<file path="config.mk">
export PLATFORM = sky130hd
export DESIGN_NAME = motor_status_frame_decoder_top
export DESIGN_NICKNAME = d
export VERILOG_FILES = /design/src/rtl/msfd_pkg.sv /design/src/rtl/msfd_arith.sv /design/src/rtl/msfd_seq.sv /design/src/rtl/motor_status_frame_decoder_top.sv
export SDC_FILE = /design/constraint.sdc
export NUM_CORES = 2
export LEC_CHECK = 0
export BUFFER_PORTS_ARGS = -buffer_cell sky130_fd_sc_hd__buf_2
export CAP_MARGIN = 40
export CORE_MARGIN = 2
export CORE_UTILIZATION = 40
export CTS_CLUSTER_SIZE = 10
export DETAILED_ROUTE_END_ITERATION = 12
export PLACE_DENSITY_LB_ADDON = 0.05
export SLEW_MARGIN = 0
export SYNTH_ARGS = -nofsm -noshare
export SYNTH_HDL_FRONTEND = slang
export SYNTH_SLANG_ARGS = --single-unit
</file>
<file path="constraint.sdc">
create_clock -name clk -period 12.71 [get_ports clk]
set_input_delay 3.1775 -clock clk [delete_from_list [all_inputs] [get_ports clk]]
set_output_delay 3.1775 -clock clk [all_outputs]
set_load 0.01 [all_outputs]
</file>
<file path="src/rtl/msfd_pkg.sv">
// shared types and constants of the motor status frame decoder
`default_nettype none
package msfd_pkg;

	// status codes carried in frame id bits 15:8
	localparam logic [7:0] CODE_STATUS1 = 8'd9;
	localparam logic [7:0] CODE_STATUS2 = 8'd14;
	localparam logic [7:0] CODE_STATUS3 = 8'd15;
	localparam logic [7:0] CODE_STATUS4 = 8'd16;
	localparam logic [7:0] CODE_STATUS5 = 8'd27;

	localparam logic [2:0] KIND_NONE    = 3'd0;
	localparam logic [2:0] KIND_STATUS1 = 3'd1;
	localparam logic [2:0] KIND_STATUS2 = 3'd2;
	localparam logic [2:0] KIND_STATUS3 = 3'd3;
	localparam logic [2:0] KIND_STATUS4 = 3'd4;
	localparam logic [2:0] KIND_STATUS5 = 3'd5;

	localparam logic [2:0] REG_CONTROLLER_ID  = 3'd0;
	localparam logic [2:0] REG_REVERSE        = 3'd1;
	localparam logic [2:0] REG_ZERO_EN        = 3'd2;
	localparam logic [2:0] REG_ANGLE_SCALE    = 3'd3;
	localparam logic [2:0] REG_VELOCITY_SCALE = 3'd4;

	localparam logic signed [15:0] POS_LOW    = 16'sd4500;
	localparam logic signed [15:0] POS_HIGH   = 16'sd13500;
	localparam logic signed [16:0] TURN_UNITS = 17'sd18000;

	localparam logic [5:0]  ZERO_FRAME = 6'd50;
	localparam logic [5:0]  FRAMES_MAX = 6'd63;
	localparam logic [31:0] ONE_Q824   = 32'h0100_0000;

	typedef enum logic [2:0] {
		ST_IDLE,
		ST_DELTA,
		ST_DSUM,
		ST_DABS,
		ST_MUL,
		ST_NEG,
		ST_FIN
	} state_t;

	typedef enum logic [1:0] {
		PATH_NONE,
		PATH_VEL,
		PATH_ANG
	} path_t;

	// control word from the sequencer to the shared arithmetic unit
	typedef struct packed {
		logic       ang;
		logic       ld_vel;
		logic       op_turn;
		logic       op_sum;
		logic       op_abs;
		logic       acc_clr;
		logic       mul_en;
		logic       acc_en;
		logic [1:0] pp_idx;
		logic [1:0] acc_idx;
		logic       store;
		logic       fin;
	} unit_ctrl_t;

endpackage
`default_nettype wire

</file>
<file path="src/rtl/msfd_arith.sv">
// shared multiplier and accumulator for velocity and angle scaling
`default_nettype none
module msfd_arith (
	input  wire logic                clk,
	input  wire msfd_pkg::unit_ctrl_t ctrl,
	input  wire logic [31:0]         erpm,
	input  wire logic [31:0]         turns,
	input  wire logic signed [16:0]  pos_diff,
	input  wire logic [31:0]         scale,
	input  wire logic                reverse,
	output logic [63:0]              scaled
);
	import msfd_pkg::*;

	logic [47:0]        delta_q;
	logic [47:0]        mag_q;
	logic [47:0]        prod_q;
	logic               neg_q;
	logic [79:0]        acc_q;
	logic signed [32:0] mul_a;
	logic signed [16:0] mul_b;
	logic signed [49:0] mul_p;
	logic [79:0]        addend;
	logic [47:0]        delta_neg;

	// signed turns times turn units, or one 32x16 partial product of mag times scale
	always_comb begin
		if (ctrl.op_turn) begin
			mul_a = {turns[31], turns};
			mul_b = TURN_UNITS;
		end else begin
			mul_a = {1'b0, (ctrl.pp_idx[1] ? {16'b0, mag_q[47:32]} : mag_q[31:0])};
			mul_b = {1'b0, (ctrl.pp_idx[0] ? scale[31:16] : scale[15:0])};
		end
		mul_p = mul_a * mul_b;
	end

	assign addend    = 80'(prod_q) << {ctrl.acc_idx, 4'b0000};
	assign delta_neg = 48'd0 - delta_q;

	always_ff @(posedge clk) begin
		if (ctrl.ld_vel) begin
			delta_q <= {{16{erpm[31]}}, erpm};
		end else if (ctrl.op_sum) begin
			delta_q <= prod_q + 48'(pos_diff);
		end
		if (ctrl.op_turn || ctrl.mul_en) begin
			prod_q <= mul_p[47:0];
		end
		if (ctrl.op_abs) begin
			mag_q <= delta_q[47] ? delta_neg : delta_q;
			neg_q <= delta_q[47] ^ reverse;
		end
		if (ctrl.acc_clr) begin
			acc_q <= '0;
		end else if (ctrl.acc_en) begin
			acc_q <= acc_q + addend;
		end
	end

	// drop 16 fraction bits of the q8.24 product, then apply the sign
	assign scaled = neg_q ? (64'd0 - acc_q[79:16]) : acc_q[79:16];

endmodule
`default_nettype wire

</file>
<file path="src/rtl/msfd_seq.sv">
// sequencer that steps the shared arithmetic unit through one frame
`default_nettype none
module msfd_seq (
	input  wire logic             clk,
	input  wire logic             arst_n,
	input  wire logic             start,
	input  wire msfd_pkg::path_t  path,
	input  wire logic             out_free,
	output logic                  in_ready,
	output msfd_pkg::unit_ctrl_t  ctrl
);
	import msfd_pkg::*;

	state_t     state_q, state_d;
	logic [2:0] cnt_q, cnt_d;
	logic       ang_q, ang_d;
	logic [2:0] pp_count;

	assign pp_count = ang_q ? 3'd4 : 3'd2;
	assign in_ready = (state_q == ST_IDLE);

	always_ff @(posedge clk or negedge arst_n) begin
		if (!arst_n) begin
			state_q <= ST_IDLE;
			cnt_q   <= '0;
			ang_q   <= 1'b0;
		end else begin
			state_q <= state_d;
			cnt_q   <= cnt_d;
			ang_q   <= ang_d;
		end
	end

	always_comb begin
		state_d  = state_q;
		cnt_d    = cnt_q;
		ang_d    = ang_q;
		ctrl     = '0;
		ctrl.ang = ang_q;
		unique case (state_q)
			ST_IDLE: begin
				if (start) begin
					unique case (path)
						PATH_VEL: begin
							ctrl.ld_vel = 1'b1;
							ang_d       = 1'b0;
							state_d     = ST_DABS;
						end
						PATH_ANG: begin
							ang_d   = 1'b1;
							state_d = ST_DELTA;
						end
						default: begin
							state_d = ST_FIN;
						end
					endcase
				end
			end
			ST_DELTA: begin
				ctrl.op_turn = 1'b1;
				state_d      = ST_DSUM;
			end
			ST_DSUM: begin
				ctrl.op_sum = 1'b1;
				state_d     = ST_DABS;
			end
			ST_DABS: begin
				ctrl.op_abs  = 1'b1;
				ctrl.acc_clr = 1'b1;
				cnt_d        = '0;
				state_d      = ST_MUL;
			end
			ST_MUL: begin
				// product of step n is registered, then added at step n+1
				if (cnt_q != pp_count) begin
					ctrl.mul_en = 1'b1;
					ctrl.pp_idx = cnt_q[1:0];
				end
				if (cnt_q != 3'd0) begin
					ctrl.acc_en  = 1'b1;
					ctrl.acc_idx = 2'(cnt_q - 3'd1);
				end
				if (cnt_q == pp_count) begin
					state_d = ST_NEG;
				end else begin
					cnt_d = cnt_q + 3'd1;
				end
			end
			ST_NEG: begin
				ctrl.store = 1'b1;
				state_d    = ST_FIN;
			end
			ST_FIN: begin
				if (out_free) begin
					ctrl.fin = 1'b1;
					state_d  = ST_IDLE;
				end
			end
			default: begin
				state_d = ST_IDLE;
			end
		endcase
	end

endmodule
`default_nettype wire

</file>
<file path="src/rtl/motor_status_frame_decoder_top.sv">
// Motor status frame decoder: takes one received extended-ID CAN frame per beat on the
// input channel (valid/ready) and, for a frame whose id low byte matches controller_id,
// gives one decoded beat on the output channel (valid/ready). Foreign or standard
// frames are taken and dropped with no result.
// Configuration is a plain write port (cfg_we, cfg_index, cfg_data); write it only
// while the block is idle. Indexes 0..4: controller_id, reverse, zeroing enable,
// angle_scale, velocity_scale; other indexes are ignored.
// One frame is handled at a time; in_ready returns in the same cycle as out_valid,
// when the result is loaded into the output register. The single shared 33x17
// multiplier forms turns*18000 for angle frames, then two (velocity) or four (angle)
// partial products of the magnitude times the q8.24 scale, one per cycle.
// A stalled receiver holds the output register; a finished frame then waits in the
// final step and no new frame is taken until the output register is free.
// Reset (arst_n low) clears the configuration to its defaults, the turn counter,
// positions, frame counter, held velocity and angle, and empties the output.
`default_nettype none
module motor_status_frame_decoder_top (
	input  wire logic               clk,
	input  wire logic               arst_n,
	input  wire logic               in_valid,
	output logic                    in_ready,
	input  wire logic               is_extended,
	input  wire logic [28:0]        frame_id,
	input  wire logic [63:0]        payload,
	output logic                    out_valid,
	input  wire logic               out_ready,
	output logic [2:0]              kind,
	output logic signed [31:0]      first_value,
	output logic signed [31:0]      second_value,
	output logic signed [15:0]      third_value,
	output logic signed [15:0]      fourth_value,
	output logic signed [47:0]      velocity,
	output logic signed [63:0]      abs_angle,
	output logic signed [31:0]      turn_count,
	input  wire logic               cfg_we,
	input  wire logic [2:0]         cfg_index,
	input  wire logic [31:0]        cfg_data
);
	import msfd_pkg::*;

	// configuration
	logic [7:0]  controller_id_q;
	logic        reverse_q;
	logic        zero_en_q;
	logic [31:0] angle_scale_q;
	logic [31:0] velocity_scale_q;

	// decoder state
	logic [15:0] last_pos_q;
	logic [31:0] turns_q;
	logic [15:0] zero_pos_q;
	logic [5:0]  frames_q;
	logic [47:0] velocity_q;
	logic [63:0] angle_q;

	// fields of the frame in flight
	logic [2:0]  w_kind_q;
	logic [31:0] w_first_q;
	logic [31:0] w_second_q;
	logic [15:0] w_third_q;
	logic [15:0] w_fourth_q;

	// output register
	logic        out_valid_q;
	logic [2:0]  kind_q;
	logic [31:0] first_q;
	logic [31:0] second_q;
	logic [15:0] third_q;
	logic [15:0] fourth_q;
	logic [47:0] velocity_out_q;
	logic [63:0] angle_out_q;
	logic [31:0] turns_out_q;

	logic              in_acc;
	logic              start;
	logic [15:0]       h0, h1, h2, h3;
	logic [31:0]       hi32, lo32;
	logic [2:0]        dec_kind;
	logic [31:0]       dec_first, dec_second;
	logic [15:0]       dec_third, dec_fourth;
	path_t             dec_path;
	logic [5:0]        frames_next;
	logic              az;
	logic              turn_up, turn_dn;
	logic signed [16:0] pos_diff;
	logic [31:0]       scale;
	logic [63:0]       scaled;
	logic              out_free;
	unit_ctrl_t        ctrl;

	assign in_acc = in_valid && in_ready;
	assign start  = in_acc && is_extended && (frame_id[7:0] == controller_id_q);

	assign hi32 = payload[63:32];
	assign lo32 = payload[31:0];
	assign h0   = payload[63:48];
	assign h1   = payload[47:32];
	assign h2   = payload[31:16];
	assign h3   = payload[15:0];

	always_comb begin
		dec_kind   = KIND_NONE;
		dec_first  = '0;
		dec_second = '0;
		dec_third  = '0;
		dec_fourth = '0;
		dec_path   = PATH_NONE;
		unique case (frame_id[15:8])
			CODE_STATUS1: begin
				dec_kind   = KIND_STATUS1;
				dec_first  = hi32;
				dec_second = {{16{h2[15]}}, h2};
				dec_third  = h3;
				dec_path   = PATH_VEL;
			end
			CODE_STATUS2: begin
				dec_kind   = KIND_STATUS2;
				dec_first  = hi32;
				dec_second = lo32;
			end
			CODE_STATUS3: begin
				dec_kind   = KIND_STATUS3;
				dec_first  = hi32;
				dec_second = lo32;
			end
			CODE_STATUS4: begin
				dec_kind   = KIND_STATUS4;
				dec_first  = {{16{h0[15]}}, h0};
				dec_second = {{16{h1[15]}}, h1};
				dec_third  = h2;
				dec_fourth = h3;
				dec_path   = PATH_ANG;
			end
			CODE_STATUS5: begin
				dec_kind   = KIND_STATUS5;
				dec_first  = hi32;
				dec_second = {{16{h2[15]}}, h2};
			end
			default: begin
				dec_kind = KIND_NONE;
			end
		endcase
	end

	assign frames_next = (frames_q == FRAMES_MAX) ? FRAMES_MAX : frames_q + 6'd1;
	assign az = (dec_kind != KIND_NONE) && (frames_next == ZERO_FRAME) && zero_en_q;

	// crossing between the 90 and 270 degree regions
	assign turn_up = (signed'(h3) < POS_LOW) && (signed'(last_pos_q) > POS_HIGH);
	assign turn_dn = (signed'(h3) > POS_HIGH) && (signed'(last_pos_q) < POS_LOW);

	assign pos_diff = 17'(signed'(last_pos_q)) - 17'(signed'(zero_pos_q));
	assign scale    = ctrl.ang ? angle_scale_q : velocity_scale_q;
	assign out_free = !out_valid_q || out_ready;

	always_ff @(posedge clk or negedge arst_n) begin
		if (!arst_n) begin
			controller_id_q  <= '0;
			reverse_q        <= 1'b0;
			zero_en_q        <= 1'b0;
			angle_scale_q    <= ONE_Q824;
			velocity_scale_q <= ONE_Q824;
		end else if (cfg_we) begin
			unique case (cfg_index)
				REG_CONTROLLER_ID:  controller_id_q  <= cfg_data[7:0];
				REG_REVERSE:        reverse_q        <= cfg_data[0];
				REG_ZERO_EN:        zero_en_q        <= cfg_data[0];
				REG_ANGLE_SCALE:    angle_scale_q    <= cfg_data;
				REG_VELOCITY_SCALE: velocity_scale_q <= cfg_data;
				default: begin
				end
			endcase
		end
	end

	always_ff @(posedge clk or negedge arst_n) begin
		if (!arst_n) begin
			last_pos_q <= '0;
			turns_q    <= '0;
			zero_pos_q <= '0;
			frames_q   <= '0;
			velocity_q <= '0;
			angle_q    <= '0;
		end else begin
			if (start) begin
				frames_q <= frames_next;
				if (dec_kind == KIND_STATUS4) begin
					last_pos_q <= h3;
				end
				// zeroing: a kind 4 frame then recomputes an angle of zero
				if (az) begin
					turns_q    <= '0;
					zero_pos_q <= (dec_kind == KIND_STATUS4) ? h3 : last_pos_q;
					angle_q    <= '0;
				end else if ((dec_kind == KIND_STATUS4) && turn_up) begin
					turns_q <= turns_q + 32'd1;
				end else if ((dec_kind == KIND_STATUS4) && turn_dn) begin
					turns_q <= turns_q - 32'd1;
				end
			end
			if (ctrl.store) begin
				if (ctrl.ang) begin
					angle_q <= scaled;
				end else begin
					velocity_q <= scaled[47:0];
				end
			end
		end
	end

	always_ff @(posedge clk) begin
		if (start) begin
			w_kind_q   <= dec_kind;
			w_first_q  <= dec_first;
			w_second_q <= dec_second;
			w_third_q  <= dec_third;
			w_fourth_q <= dec_fourth;
		end
	end

	always_ff @(posedge clk or negedge arst_n) begin
		if (!arst_n) begin
			out_valid_q <= 1'b0;
		end else if (ctrl.fin) begin
			out_valid_q <= 1'b1;
		end else if (out_ready) begin
			out_valid_q <= 1'b0;
		end
	end

	always_ff @(posedge clk) begin
		if (ctrl.fin) begin
			kind_q         <= w_kind_q;
			first_q        <= w_first_q;
			second_q       <= w_second_q;
			third_q        <= w_third_q;
			fourth_q       <= w_fourth_q;
			velocity_out_q <= velocity_q;
			angle_out_q    <= angle_q;
			turns_out_q    <= turns_q;
		end
	end

	msfd_seq u_seq (
		.clk      (clk),
		.arst_n   (arst_n),
		.start    (start),
		.path     (dec_path),
		.out_free (out_free),
		.in_ready (in_ready),
		.ctrl     (ctrl)
	);

	msfd_arith u_arith (
		.clk      (clk),
		.ctrl     (ctrl),
		.erpm     (hi32),
		.turns    (turns_q),
		.pos_diff (pos_diff),
		.scale    (scale),
		.reverse  (reverse_q),
		.scaled   (scaled)
	);

	assign out_valid    = out_valid_q;
	assign kind         = kind_q;
	assign first_value  = first_q;
	assign second_value = second_q;
	assign third_value  = third_q;
	assign fourth_value = fourth_q;
	assign velocity     = velocity_out_q;
	assign abs_angle    = angle_out_q;
	assign turn_count   = turns_out_q;

`ifndef SYNTHESIS
	a_start_busy: assert property (@(posedge clk) disable iff (!arst_n)
		start |=> !in_ready)
		else $error("decoder still ready after taking a matching frame");

	a_frames_sat: assert property (@(posedge clk) disable iff (!arst_n)
		(frames_q == FRAMES_MAX) |=> (frames_q == FRAMES_MAX))
		else $error("frame counter left saturation");

	a_zero_turns: assert property (@(posedge clk) disable iff (!arst_n)
		(start && az) |=> (turns_q == 32'd0))
		else $error("zeroing did not clear the turn counter");

	a_fin_free: assert property (@(posedge clk) disable iff (!arst_n)
		ctrl.fin |-> (!out_valid_q || out_ready))
		else $error("result loaded over an untaken output beat");
`endif

endmodule
`default_nettype wire

</file>
==> impl_results.md <==
* Status: finished, final reports clean
* R2R setup slack at approximately 2.1 ns
* Register area at 22840 sq um
* Depth of the CTS H-tree at 3
* Hold Crit Class: register to register
* Drt pass-1 iters at 6
* Area Growth Syn to Fin at 12.56%
* Hold Path Sink: first_value[14]
* Largest net degree at the start of global routing at between 100 and 150
* Yosys cell types at between 80 and 90
* Hold-fix buffers, CTS at 0
* Slowest-stage cell, CP: and2_1
* Number of global-route vias before repair at approximately 45k
* CTS resizes at 0
* Final WL at approximately 190 mm
* DP HPWL at 147.8 mm
* DR WL/cell at about 22 um
* Hold Path Depth at 0
* Area of the multi-input gates at 34220 sq um
* Critical path startpoint category: register
* Async S/R FF share, synth at 31.77%
* Post-CTS Setup Bufs at 0
* PortBufs at roughly 370
* R2R depth at 30
* Die Area at roughly 150000 sq um
* Starting Density at around two fifths
* Register area share after synthesis at ~38%
* TritonCTS Buffers at 100
* DP Cell Count at roughly 8.3k
* First-pass GRT wire length at around 290 mm
* Final setup viols at 0
* Initial DRC Count at ~3.2k
* Slew Viols, Final at 0
* Final estimated routing congestion in global placement at 0.9118
* Layout cell share with drive strength beyond 1 at about an eighth
* CTS tree: built
* Final Non-Filler Cells at ~8.5k
* Yosys reg bits at roughly 830
* Top-Level Pins at ~380
* Clock skew at between 0.06 and 0.07 ns
* Max clock buf depth at 3
* Most common cell after layout, fill and taps aside: nand2_1
* CTS clk-pin slew, worst paths at about 0.06 ns
* Mapped Area at around 60000 sq um
* Synth Instances at between 6k and 7k
* Core area at around 150000 sq um
* R2r endpoint: u_arith.prod_q[47]
* Congestion Overflow GR at 0
* Top cell type by total area after synthesis: edfxtp_1
* Crit path max fanout at 18
* Clk Latency, worst-skew pair at around 0.73 ns
* Most frequent cells in the layout: nand2_1 (785), inv_1 (697), fa_1 (493)
* CP Class: register to register
* Area after DPL at 64850 sq um
* WP data required at roughly 13 ns
* Max-Slew Margin vs Limit at between 30% and 40%
* Synth area leaders: edfxtp_1 (24%), fa_1 (16%), dfrtp_1 (11%)
* Antenna violations before repair at 5
* Die height at just under 400 um
* DRC Markers at 0
* Final net count at between 7k and 8k
* Post-route ant nets at 0
* Hold Crit Start: w_first_q[14]
* Chip width at between 300 and 400 um
* Minimum clock period at ~11 ns
* Total negative setup slack at 0 ns
* Ys flop type: edfxtp_1
* Crit path top cell by count: fa_1
* Via density per instance at between 5 and 6
* Worst Tran Pin Value at 1.019 ns
* Worst R2R Start: u_seq.state_q[2]
* Final Hold Viols at 0
* Synth Area per Inst at ~9.9 sq um
* Buffers plus inverters on the worst setup path at 5
* Fill cell instance count of the final layout at around 14k
* Final Cell Area at between 60000 and 70000 sq um
* YS warnings at 0
* RSZ-0062 raised after global routing: false
* Via count at roughly 45k
* Peak Freq at about 0.094 GHz
* CP max stage delay at ~0.67 ns
* Synth top area share at between 20 and 25%
* Root buf cell: clkbuf_16
* Tcrit/Tclk final at 83.26%
* WHS at approximately 0.37 ns
* CP delay by family, top: adder cells
* Critical Path End Type: register
* Max cap viols at 0
* Aggregate global-route resource usage at between 20 and 25%
* Rows at 142
* CTS Sinks at a little over 800
* Worst Path Arrival at 11.00 ns
* EDFF count, synth at slightly below 500
==> worst reg2reg max path, delay by kind of cell, from the launching register on <==
kind | cells | cell delay [ns]
fa+ha+maj | 7 | 3.37
simple gates | 8 | 2.92
compound gates | 8 | 2.37
flops | 1 | 0.59
buf+inv | 5 | 0.57
mux | 1 | 0.37
xor+xnor | 1 | 0.12
==> metrics by stage <==
stage / utilization, % / setup slack [ns]
floorplan: - / 2.664
global placement: 43.14 / 2.133
detailed placement: 43.30 / 2.142
CTS: 45.34 / 2.074
global route: 45.34 / 1.592
finish: 45.34 / 2.128
==> synthesized netlist by cell type (103+ instances only) <==
cell and count:
a21o_1 153, a21oi_1 381, clkbuf_1 242, dfrtp_1 262, edfxtp_1 487, fa_1 493, ha_1 295, inv_1 697
mux2_2 103, nand2_1 786, nand3_1 111, nor2_1 358, o21ai_0 425, xnor2_1 180, xor2_1 139
==> cell type report <==
| cell class | instances | area share [%] |
|---|---|---|
| repair buffers | 457 | 3.895 |
| well taps | 2016 | 3.714 |
| flip-flops and latches | 831 | 33.63 |
| inverters | 699 | 3.867 |
| clock inverters | 28 | 0.4993 |
| clock buffers | 153 | 4.007 |
| multi-input cells | 4315 | 50.39 |
| diodes | 1 | 0.003685 |
==> registers in the layout, indices dropped and copies added, names as in the netlist, 48 cells and up <==
name,count
u_arith.delta_q,48
u_arith.prod_q,48
velocity,48
velocity_q,48
abs_angle,64
angle_q,64
u_arith.acc_q,80
u_arith.mag_q,48
==> worst max path at each step <==
stage	start	endpoint	slack, ns	depth (start not counted)
CTS	u_seq.state_q[2]	u_arith.prod_q[47]	2.07	30
floorplan	out_ready	abs_angle[0]	2.66	2
global route	u_seq.state_q[2]	u_arith.prod_q[45]	1.59	29
finish	u_seq.state_q[2]	u_arith.prod_q[47]	2.13	30
global placement	u_seq.state_q[2]	u_arith.prod_q[47]	2.13	30
detailed placement	u_seq.state_q[2]	u_arith.prod_q[47]	2.14	30
==> layer usage <==
metal / wire length [um] / GRT usage [%] / vias up / share of wire (%)
met5: 30 / 0 / - / 0.016
met4: 8257 / 10.34 / 4 / 4.3
met3: 9102 / 2.668 / 286 / 4.8
met2: 87100 / 39.12 / 1178 / 46
met1: 85760 / 34.42 / 22570 / 45
li1: - / - / 21341 / -
==> cell families after synthesis <==
kind of cell,synth area share [%]
AND/OR/NAND/NOR,12.40
AO/OA/AOI/OAI,13.71
flip-flops,37.85
XOR/XNOR,4.631
adder cells (fa/ha/maj),22.48
other,0.01245
multiplexers,2.943
buffers and inverters,5.987
Power is not shown: default switching activity piles up to over one toggle a cycle in this logic, so the estimate is an artifact.
